### config.mk
export PLATFORM = sky130hd
export DESIGN_NAME = multi_mode_line_encoder
export DESIGN_NICKNAME = d
export VERILOG_FILES = /design/src/hdl/mmle_pkg.sv /design/src/hdl/multi_mode_line_encoder.sv
export SDC_FILE = /design/constraint.sdc
export NUM_CORES = 1
export LEC_CHECK = 0
export BUFFER_PORTS_ARGS = -buffer_cell sky130_fd_sc_hd__buf_2
export CAP_MARGIN = 30
export CELL_PAD_IN_SITES_DETAIL_PLACEMENT = 1
export CELL_PAD_IN_SITES_GLOBAL_PLACEMENT = 1
export CORE_MARGIN = 4
export CORE_UTILIZATION = 25
export DETAILED_ROUTE_END_ITERATION = 8
export GPL_TIMING_DRIVEN = 0
export HOLD_SLACK_MARGIN = 0.15
export PLACE_DENSITY = 0.56
export SETUP_SLACK_MARGIN = 0.4
export SYNTH_ARGS = -nofsm -noshare
export SYNTH_HDL_FRONTEND = slang
export SYNTH_SLANG_ARGS = --single-unit
### constraint.sdc
create_clock -name clock -period 3.1 [get_ports clock]
set_input_delay 0.62 -clock clock [delete_from_list [all_inputs] [get_ports clock]]
set_output_delay 0.62 -clock clock [all_outputs]
set_load 0.02 [all_outputs]
### src/hdl/mmle_pkg.sv
// Package for the multi-mode line encoder: payload structs, mode codes and level codes.
// No dependencies; imported by the encoder and its checker.
package mmle_pkg;

   // Line symbol level, two's complement.
   typedef logic signed [1:0] level_type;

   localparam level_type LVL_POS  = 2'sb01;
   localparam level_type LVL_ZERO = 2'sb00;
   localparam level_type LVL_NEG  = 2'sb11;

   // Coding mode register width and codes.
   localparam int MODE_W = 3;
   typedef logic [MODE_W-1:0] mode_type;

   localparam mode_type MODE_NRZL  = 3'd0;
   localparam mode_type MODE_NRZI  = 3'd1;
   localparam mode_type MODE_MANCH = 3'd2;
   localparam mode_type MODE_DMAN  = 3'd3;
   localparam mode_type MODE_AMI   = 3'd4;
   localparam mode_type MODE_B8ZS  = 3'd5;
   localparam mode_type MODE_HDB3  = 3'd6;

   // Longest substitution tail after the leading zeros (B8ZS: VB0VB).
   localparam int TAIL_LEN = 5;

   // One input item.
   typedef struct packed {
      logic data_bit;
      logic end_of_message;
   } req_payload_type;

   // One result item.
   typedef struct packed {
      level_type level;
      logic      last_of_run;
      logic      message_done;
   } rsp_payload_type;

   // Pulse level for a mark polarity flag.
   function automatic level_type mark_level(input logic polarity);
      return polarity ? LVL_POS : LVL_NEG;
   endfunction

   // Opposite level; zero stays zero.
   function automatic level_type neg_level(input level_type lvl);
      level_type res;
      res = LVL_ZERO;
      if (lvl == LVL_POS) begin
         res = LVL_NEG;
      end else if (lvl == LVL_NEG) begin
         res = LVL_POS;
      end
      return res;
   endfunction

endpackage

### src/hdl/multi_mode_line_encoder.sv
// Multi-mode line encoder: NRZ-L, NRZ-I, Manchester, differential Manchester, AMI,
// AMI with B8ZS and AMI with HDB3. Depends on mmle_pkg.
// The first symbol of an item is offered in the cycle after the item is accepted.
// Throughput: an item yields 0 to 8 symbols, sent one per cycle from the burst register
// while rsp_ready is high; the next item is taken in the cycle the last symbol leaves, so
// one-symbol modes run at one item per cycle and Manchester modes send two symbols per item.
// Reset (synchronous, active high) clears the mode to NRZ-L and the coder state.
module multi_mode_line_encoder
   import mmle_pkg::*;
(
   input  logic            clock,
   input  logic            reset,
   input  logic            csr_write_enable,
   input  mode_type        csr_write_data,
   input  logic            req_valid,
   output logic            req_ready,
   input  req_payload_type req_data,
   output logic            rsp_valid,
   input  logic            rsp_ready,
   output rsp_payload_type rsp_data
);

   // Configuration and coder state.
   mode_type  mode_ff;
   logic      line_pol_ff, line_pol_in;
   logic      mark_pol_ff, mark_pol_in;
   logic [2:0] held_ff, held_in;
   logic      parity_ff, parity_in;

   // Burst register: leading zeros, a short tail and the symbol count.
   logic       busy_ff, busy_in;
   logic [2:0] idx_ff, idx_in;
   logic [2:0] pz_ff, pz_in;
   logic [3:0] count_ff, count_in;
   logic       eom_ff, eom_in;
   level_type  tail_ff [TAIL_LEN];
   level_type  tail_in [TAIL_LEN];

   logic       req_fire;
   logic       rsp_fire;
   logic       last_sym;
   logic [2:0] tail_idx;
   logic [2:0] tl_c;
   level_type  last_lvl;
   level_type  dm_lvl;
   logic       dm_pol;

   // Burst encoding of one item and the state it leaves behind.
   always_comb begin
      line_pol_in = line_pol_ff;
      mark_pol_in = mark_pol_ff;
      held_in     = held_ff;
      parity_in   = parity_ff;
      pz_in       = 3'd0;
      tl_c        = 3'd0;
      for (int i = 0; i < TAIL_LEN; i++) begin
         tail_in[i] = LVL_ZERO;
      end
      last_lvl = mark_level(mark_pol_ff);
      dm_pol   = line_pol_ff ^ ~req_data.data_bit;
      dm_lvl   = dm_pol ? LVL_NEG : LVL_POS;

      case (mode_ff)
         MODE_NRZI: begin
            held_in     = 3'd0;
            line_pol_in = line_pol_ff ^ req_data.data_bit;
            tail_in[0]  = line_pol_in ? LVL_POS : LVL_NEG;
            tl_c        = 3'd1;
         end
         MODE_MANCH: begin
            held_in    = 3'd0;
            tail_in[0] = req_data.data_bit ? LVL_NEG : LVL_POS;
            tail_in[1] = req_data.data_bit ? LVL_POS : LVL_NEG;
            tl_c       = 3'd2;
         end
         MODE_DMAN: begin
            held_in     = 3'd0;
            tail_in[0]  = dm_lvl;
            tail_in[1]  = neg_level(dm_lvl);
            line_pol_in = ~dm_pol;
            tl_c        = 3'd2;
         end
         MODE_AMI: begin
            held_in = 3'd0;
            tl_c    = 3'd1;
            if (req_data.data_bit) begin
               mark_pol_in = ~mark_pol_ff;
               parity_in   = ~parity_ff;
               tail_in[0]  = mark_level(~mark_pol_ff);
            end
         end
         MODE_B8ZS: begin
            if (req_data.data_bit) begin
               pz_in       = held_ff;
               held_in     = 3'd0;
               mark_pol_in = ~mark_pol_ff;
               parity_in   = ~parity_ff;
               tail_in[0]  = mark_level(~mark_pol_ff);
               tl_c        = 3'd1;
            end else if (held_ff == 3'd7) begin
               // Eight zeros become 000VB0VB.
               pz_in      = 3'd3;
               tail_in[0] = last_lvl;
               tail_in[1] = neg_level(last_lvl);
               tail_in[2] = LVL_ZERO;
               tail_in[3] = neg_level(last_lvl);
               tail_in[4] = last_lvl;
               tl_c       = 3'd5;
               held_in    = 3'd0;
            end else begin
               held_in = held_ff + 3'd1;
            end
         end
         MODE_HDB3: begin
            if (req_data.data_bit) begin
               pz_in       = held_ff;
               held_in     = 3'd0;
               mark_pol_in = ~mark_pol_ff;
               parity_in   = ~parity_ff;
               tail_in[0]  = mark_level(~mark_pol_ff);
               tl_c        = 3'd1;
            end else if (held_ff >= 3'd3) begin
               // Four zeros become 000V on odd parity, else B00V; extra zeros go first.
               if (parity_ff) begin
                  pz_in      = held_ff;
                  tail_in[0] = last_lvl;
                  tl_c       = 3'd1;
               end else begin
                  pz_in       = held_ff - 3'd3;
                  tail_in[0]  = neg_level(last_lvl);
                  tail_in[3]  = neg_level(last_lvl);
                  tl_c        = 3'd4;
                  mark_pol_in = ~mark_pol_ff;
               end
               parity_in = 1'b0;
               held_in   = 3'd0;
            end else begin
               held_in = held_ff + 3'd1;
            end
         end
         default: begin
            // NRZ-L, and the unused code behaves the same.
            held_in    = 3'd0;
            tail_in[0] = req_data.data_bit ? LVL_POS : LVL_NEG;
            tl_c       = 3'd1;
         end
      endcase

      // End of message: flush held zeros, then return to the reset state.
      if (req_data.end_of_message) begin
         if (tl_c == 3'd0) begin
            pz_in = held_in;
         end
         line_pol_in = 1'b0;
         mark_pol_in = 1'b1;
         held_in     = 3'd0;
         parity_in   = 1'b0;
      end

      count_in = {1'b0, pz_in} + {1'b0, tl_c};
      eom_in   = req_data.end_of_message;
   end

   // Output side of the burst register.
   assign last_sym  = ({1'b0, idx_ff} + 4'd1) == count_ff;
   assign tail_idx  = idx_ff - pz_ff;
   assign rsp_valid = busy_ff;
   assign rsp_fire  = rsp_valid && rsp_ready;
   assign req_ready = !busy_ff || (rsp_ready && last_sym);
   assign req_fire  = req_valid && req_ready;

   always_comb begin
      rsp_data.level        = (idx_ff < pz_ff) ? LVL_ZERO :
                              ((tail_idx < 3'(TAIL_LEN)) ? tail_ff[tail_idx] : LVL_ZERO);
      rsp_data.last_of_run  = last_sym;
      rsp_data.message_done = last_sym && eom_ff;
   end

   // Burst sequencing.
   always_comb begin
      busy_in = busy_ff;
      idx_in  = idx_ff;
      if (req_fire) begin
         busy_in = (count_in != 4'd0);
         idx_in  = 3'd0;
      end else if (rsp_fire) begin
         if (last_sym) begin
            busy_in = 1'b0;
         end else begin
            idx_in = idx_ff + 3'd1;
         end
      end
   end

   // Control and coder state registers.
   always_ff @(posedge clock) begin
      if (reset) begin
         mode_ff     <= MODE_NRZL;
         line_pol_ff <= 1'b0;
         mark_pol_ff <= 1'b1;
         held_ff     <= 3'd0;
         parity_ff   <= 1'b0;
         busy_ff     <= 1'b0;
         idx_ff      <= 3'd0;
      end else begin
         if (csr_write_enable) begin
            mode_ff <= csr_write_data;
         end
         if (req_fire) begin
            line_pol_ff <= line_pol_in;
            mark_pol_ff <= mark_pol_in;
            held_ff     <= held_in;
            parity_ff   <= parity_in;
         end
         busy_ff <= busy_in;
         idx_ff  <= idx_in;
      end
   end

   // Burst payload, loaded when an item is accepted.
   always_ff @(posedge clock) begin
      if (req_fire) begin
         pz_ff    <= pz_in;
         count_ff <= count_in;
         eom_ff   <= eom_in;
         for (int i = 0; i < TAIL_LEN; i++) begin
            tail_ff[i] <= tail_in[i];
         end
      end
   end

endmodule

==> results of run 1 <==
-- flip-flops by register name (all words and copies together) (netlist names), 3 cells and up --
register	cells
tail_ff	8
held_ff	3
pz_ff	3
idx_ff	3
count_ff	4
mode_ff	3
-- where the power goes --
group / switching, uW / total [uW] / internal [uW]
registers: 10.8 / 436 / 425
logic: 105 / 183 / 78.0
clock network: 146 / 301 / 155
total: 262 / 920 / 659
-- logic make-up (layout without fill, tap and decap cells) --
group                    count (synthesis)  after routing  share of synthesized area [%]
AO/OA/AOI/OAI                           63             63                          23.10
XOR/XNOR                                 7              7                          3.291
adder cells (fa/ha/maj)                 13             13                          9.537
buffers and inverters                   22             61                          4.633
flip-flops                              29             29                          39.76
multiplexers                             5              5                          2.686
AND/OR/NAND/NOR                         64             64                          16.99
-- cell type report --
class	count	share of cell area, %
tap	99	5.067
clock buffer	6	2.968
inverter	16	2.457
buffer	6	1.075
timing repair buffer	31	8.751
clock inverter	2	0.4094
sequential	29	30.86
multi-input combinational	152	48.41
-- stage by stage --
stage / cells / power, uW
after floorplan: 203 / 544.8
after global placement: 317 / 590.5
after detailed placement: 317 / 592.5
after CTS: 336 / 914.4
after global routing: 341 / 974.0
final: 341 / 920.1
-- final timing paths --
path,depth (start not counted),slack [ns],from,to
max reg2reg,11,0.17,held_ff[0],rsp_valid
min reg2reg,2,0.53,held_ff[2],held_ff[2]
max,11,0.17,held_ff[0],rsp_valid
min,2,0.53,held_ff[2],held_ff[2]
-- layer usage --
layer | wire [um] | global-route usage, %
met1 | 2436 | 16.42
met3 | 104 | 2.484
met2 | 2539 | 20.92
met4 | 38 | 3.249
met5 | 0 | 0
-- repair_timing --
item / 4_1_cts / 5_1_grt
pin swaps: 14 / 18
gates resized for setup: 15 / 18
setup buffers: 11 / 5
endpoints found under the setup margin: 6 / 27
-- placed cells by master (no fill, tap or decap), types with 3 or more instances in the layout --
cell type	n
clkbuf_1	5
clkbuf_8	5
nand2_1	11
buf_6	3
a21oi_1	12
o21ai_0	14
mux2i_1	5
edfxtp_1	16
xnor2_1	3
nor2_1	15
o211a_1	3
o211ai_1	7
buf_2	12
nor2b_1	4
inv_1	14
dfxtp_1	8
buf_4	17
ha_1	6
nand2b_1	6
nand3_1	12
ha_4	4
dfxtp_4	3
-- critical path: cells and delay by family (launching register included) --
kind            cells  cell delay [ns]
compound gates      6             1.31
fa+ha+maj           4             1.04
flops               1             0.35
simple gates        1             0.10
==> impl_metrics.json, run 1 <==
{
  "status": "completed",
  "drt_wl_total_mm": 5.118,
  "fin_util_pct": 33.71,
  "synth_ff_type": "edfxtp_1",
  "cts_tree": "done",
  "fmax_mhz": 340.8,
  "netlist_instances": 203,
  "worstSkewPairLatency_ns": 0.28,
  "clock-sinks": 29,
  "fillers": 862,
  "antenna_cells": 0,
  "first_pass_iters": 4,
  "arrival_ns": 3.07,
  "relSlewSlack_pct": 61.68,
  "cp_data_required_time_ns": 3.24,
  "routabilityCongestion": 0.7554,
  "leakage_uw": 0.0009731,
  "setup_viol": 0,
  "period_share_pct": 94.65,
  "layout.nets": 264,
  "critPathLaunchType": "flop",
  "syn_area_per_cell_um2": 9.178,
  "synth_cell_types": 47,
  "tns_ns": 0,
  "grtUsageTotal_pct": 12.49,
  "worst_slack_ns": 0.1658,
  "overflow": 0,
  "netlist_area_um2": 1863,
  "whs_ns": 0.5261,
  "grt_max_degree": 20,
  "synthArstFlopShare_pct": 0,
  "drt_iter0_drc": 83,
  "end_kind": "flop",
  "synth_top_area_share_pct": 25.79,
  "worst_pin_slew_ns": 0.5748,
  "die-area_um2": 8897,
  "num_vias": 1657,
  "drive_gt1_share_pct": 28.51,
  "start_util_pct": 25.69,
  "fin_area_um2": 2445,
  "die_w_um": 94.33,
  "hold_class": "flop to flop",
  "cpPeakStageDelay_ns": 0.45,
  "cts_buffer_depth": 2,
  "cts_hold_buf": 0,
  "dp_hpwl_mm": 3.793,
  "htreeDepth": 2,
  "rows": 31,
  "vdd_drop_max_mv": 0.1437,
  "drv_cap": 0,
  "clk_pin_slew_ns": 0.06,
  "drc_errors": 0,
  "p_per_area_nw_per_um2": 376.3,
  "post_drt_wl_per_cell_um": 15.01,
  "cp_slowest_cell": "fa_2",
  "hold_viol": 0,
  "finalClockSkew_ns": 0.008894,
  "ys_top_cells_by_count": "17 x o21ai_0, 16 x edfxtp_1, 16 x nor2_1, 15 x inv_1, 14 x a21oi_1",
  "cts_buffers": 5,
  "final-max-slew-violation-count": 0,
  "die_h_um": 94.33,
  "grt_pass1_vias": 1728,
  "seq_area_frac_synth_pct": 39.76,
  "multiInputGateArea_um2": 1184,
  "min_period_ns": 2.934,
  "synth-edff-count": 16,
  "via_per_inst": 4.859,
  "io_buffers": 15,
  "synth_most_common_cell": "o21ai_0",
  "ios": 16,
  "core_um2": 7253,
  "worst-path-max-fanout": 2,
  "yosys_warnings": 0,
  "cp_cell_sequence": "ha_4, ha_4, a211o_4, o22a_1, o21ai_1, nand2_1, o211ai_1, ha_2, fa_2, o41ai_2, a21oi_1",
  "yosysTopAreaCell": "edfxtp_1",
  "grt_pass1_wl_mm": 8.728,
  "syn_nets": 226,
  "crit_type": "flop to flop",
  "crit_top_cell": "ha_4",
  "dp_worst_setup_slack_ns": -0.06641,
  "cts-root-buf": "clkbuf_8",
  "antenna_found_initial": 0,
  "route.antenna.remaining_nets": 0,
  "synth-seq-cells": 29,
  "dpl-instance-area_um2": 2110,
  "syn_to_final_growth_pct": 31.23,
  "register_area_um2": 754.5,
  "rsz0062_at_grt": "true",
  "synthTopCellsByArea": "edfxtp_1 26%, dfxtp_1 14%, ha_1 7.4%, o21ai_0 4.6%, a21oi_1 3.8%"
}
(Power assumes the default switching activity.)
==> run 2: changes to the inputs <==
--- a/config.mk
+++ b/config.mk
@@ -14,7 +14,7 @@
 export DETAILED_ROUTE_END_ITERATION = 8
 export GPL_TIMING_DRIVEN = 0
 export HOLD_SLACK_MARGIN = 0.15
-export PLACE_DENSITY = 0.56
+export PLACE_DENSITY = 0.54
 export SETUP_SLACK_MARGIN = 0.4
 export SYNTH_ARGS = -nofsm -noshare
 export SYNTH_HDL_FRONTEND = slang
==> constraint.sdc (replaced) <==
create_clock -name clock -period 3.21 [get_ports clock]
set_input_delay 0.642 -clock clock [delete_from_list [all_inputs] [get_ports clock]]
set_output_delay 0.642 -clock clock [all_outputs]
set_load 0.02 [all_outputs]
==> impl_metrics.json, run 2 (synthesis gave the netlist of run 1 again) <==
{
  "status": "completed",
  "rsz0062_at_grt": "true",
  "syn_to_final_growth_pct": 26.73,
  "largest_reg_flops": 8,
  "rows": 31,
  "worst_r2r_startpoint": "held_ff[1]",
  "drc_errors": 0,
  "grtUsageTotal_pct": 12.44,
  "mostFrequentLayoutCells": "16 x nor2_1, 16 x edfxtp_1, 14 x inv_1, 14 x o21ai_0, 13 x buf_2",
  "die_w_um": 94.33,
  "fillers": 854,
  "multiInputGateArea_um2": 1151,
  "cp_data_required_time_ns": 3.36,
  "start_util_pct": 25.69,
  "clk_pin_slew_ns": 0.07,
  "tns_ns": 0,
  "die_h_um": 94.33,
  "routabilityCongestion": 0.7416,
  "via_per_inst": 4.884,
  "ios": 16,
  "hold_class": "flop to flop",
  "worstSkewPairLatency_ns": 0.28,
  "dp_hpwl_mm": 3.807,
  "first_pass_iters": 4,
  "drive_gt1_share_pct": 25.85,
  "io_buffers": 15,
  "finalClockSkew_ns": 0.006148,
  "grt_max_degree": 20,
  "worst-path-max-fanout": 4,
  "drv_cap": 0,
  "die-area_um2": 8897,
  "whs_endpoint": "idx_ff[1]",
  "post_drt_wl_per_cell_um": 15.05,
  "hold_start": "idx_ff[1]",
  "cts_buffer_depth": 2,
  "final-max-slew-violation-count": 0,
  "fmax_mhz": 345.3,
  "layout.nets": 258,
  "num_vias": 1636,
  "drt_wl_total_mm": 5.043,
  "min_period_ns": 2.896,
  "htreeDepth": 2,
  "period_share_pct": 90.21,
  "route.antenna.remaining_nets": 0,
  "regMostFlops": "tail_ff",
  "r2r_setup_slack_ns": 0.31,
  "core_um2": 7253,
  "grt_pass1_wl_mm": 8.500,
  "cts_tree": "done",
  "rr_worst_depth": 11,
  "cts-root-buf": "clkbuf_8",
  "clock-sinks": 29,
  "hold_viol": 0,
  "drt_iter0_drc": 47,
  "leakage_uw": 0.0009515,
  "largestRegisters": "tail_ff (8), count_ff (4)",
  "setup_viol": 0,
  "vdd_drop_max_mv": 0.1354,
  "antenna_cells": 0,
  "arrival_ns": 3.05,
  "overflow": 0,
  "rr_endpoint": "rsp_valid",
  "p_per_area_nw_per_um2": 373.6,
  "register_area_um2": 754.5,
  "whs_ns": 0.5428,
  "critPathLaunchType": "flop",
  "worst_pin_slew_ns": 0.7770,
  "end_kind": "flop",
  "min_path_cells": 2,
  "antenna_found_initial": 0,
  "cts_buffers": 5,
  "crit_type": "flop to flop",
  "grt_pass1_vias": 1718,
  "relSlewSlack_pct": 48.07
}
[run 2: per-layer routing]
layer,up-vias,share of wire (%),global-route usage [%]
met4,0,2.3,5.174
met3,10,2.2,2.885
met1,792,47,14.89
li1,817,-,-
met5,-,0,0
met2,17,48,21.34
[run 2: report_power, final]
group | total [uW] | internal, uW | switching [uW] | leakage [uW]
clock network | 298 | 150 | 148 | 0.0000450
logic | 163 | 64.7 | 98.2 | 0.000642
registers | 421 | 411 | 10.5 | 0.000264
total | 882 | 626 | 256 | 0.000952
[run 2: layout make-up]
cell class,count,area share (%)
clock inverters,2,0.4240
plain buffers,6,1.113
multi-input cells,152,48.75
clock buffers,6,3.074
inverters,16,2.544
well taps,99,5.246
flip-flops and latches,29,31.96
repair buffers,25,6.889
[run 2: worst max-delay path by stage]
stage / from / end / slack (ns) / cells past startpoint
after detailed placement: held_ff[0] / rsp_valid / 0.02 / 11
after global placement: held_ff[0] / rsp_valid / 0.04 / 11
final: held_ff[1] / rsp_valid / 0.31 / 11
after floorplan: held_ff[0] / rsp_valid / 0.42 / 11
after global routing: held_ff[1] / rsp_valid / 0.19 / 11
after CTS: held_ff[1] / rsp_valid / 0.23 / 11
[run 2: stage by stage]
step,instances,setup slack (ns),instance area (um2),utilization (%),total power (uW)
3_5_place_dp,317,0.01907,2071,28.55,574.9
3_3_place_gp,317,0.04057,2071,28.55,571.3
2_1_floorplan,203,0.4197,1872,-,526.5
5_1_grt,335,0.1937,2361,32.55,935.4
6_report,335,0.3143,2361,32.55,882.0
4_1_cts,334,0.2279,2307,31.81,889.5
[run 2: what timing repair did]
action / 4_1_cts / 5_1_grt
endpoints found under the setup margin: 6 / 18
pin swaps: 17 / 15
setup buffers: 9 / 1
resized for setup: 23 / 11
gates cloned: 0 / 0
hold buffers: 0 / 0
[run 2: worst max-delay path: stages (launching register included)]
cell,delay [ns]
dfxtp_4,0.35
ha_4,0.16
ha_4,0.15
a211o_4,0.29
o22a_1,0.22
o21ai_2,0.14
nand2_2,0.08
o211ai_1,0.28
ha_2,0.24
fa_1,0.44
o41ai_2,0.30
a21oi_1,0.10
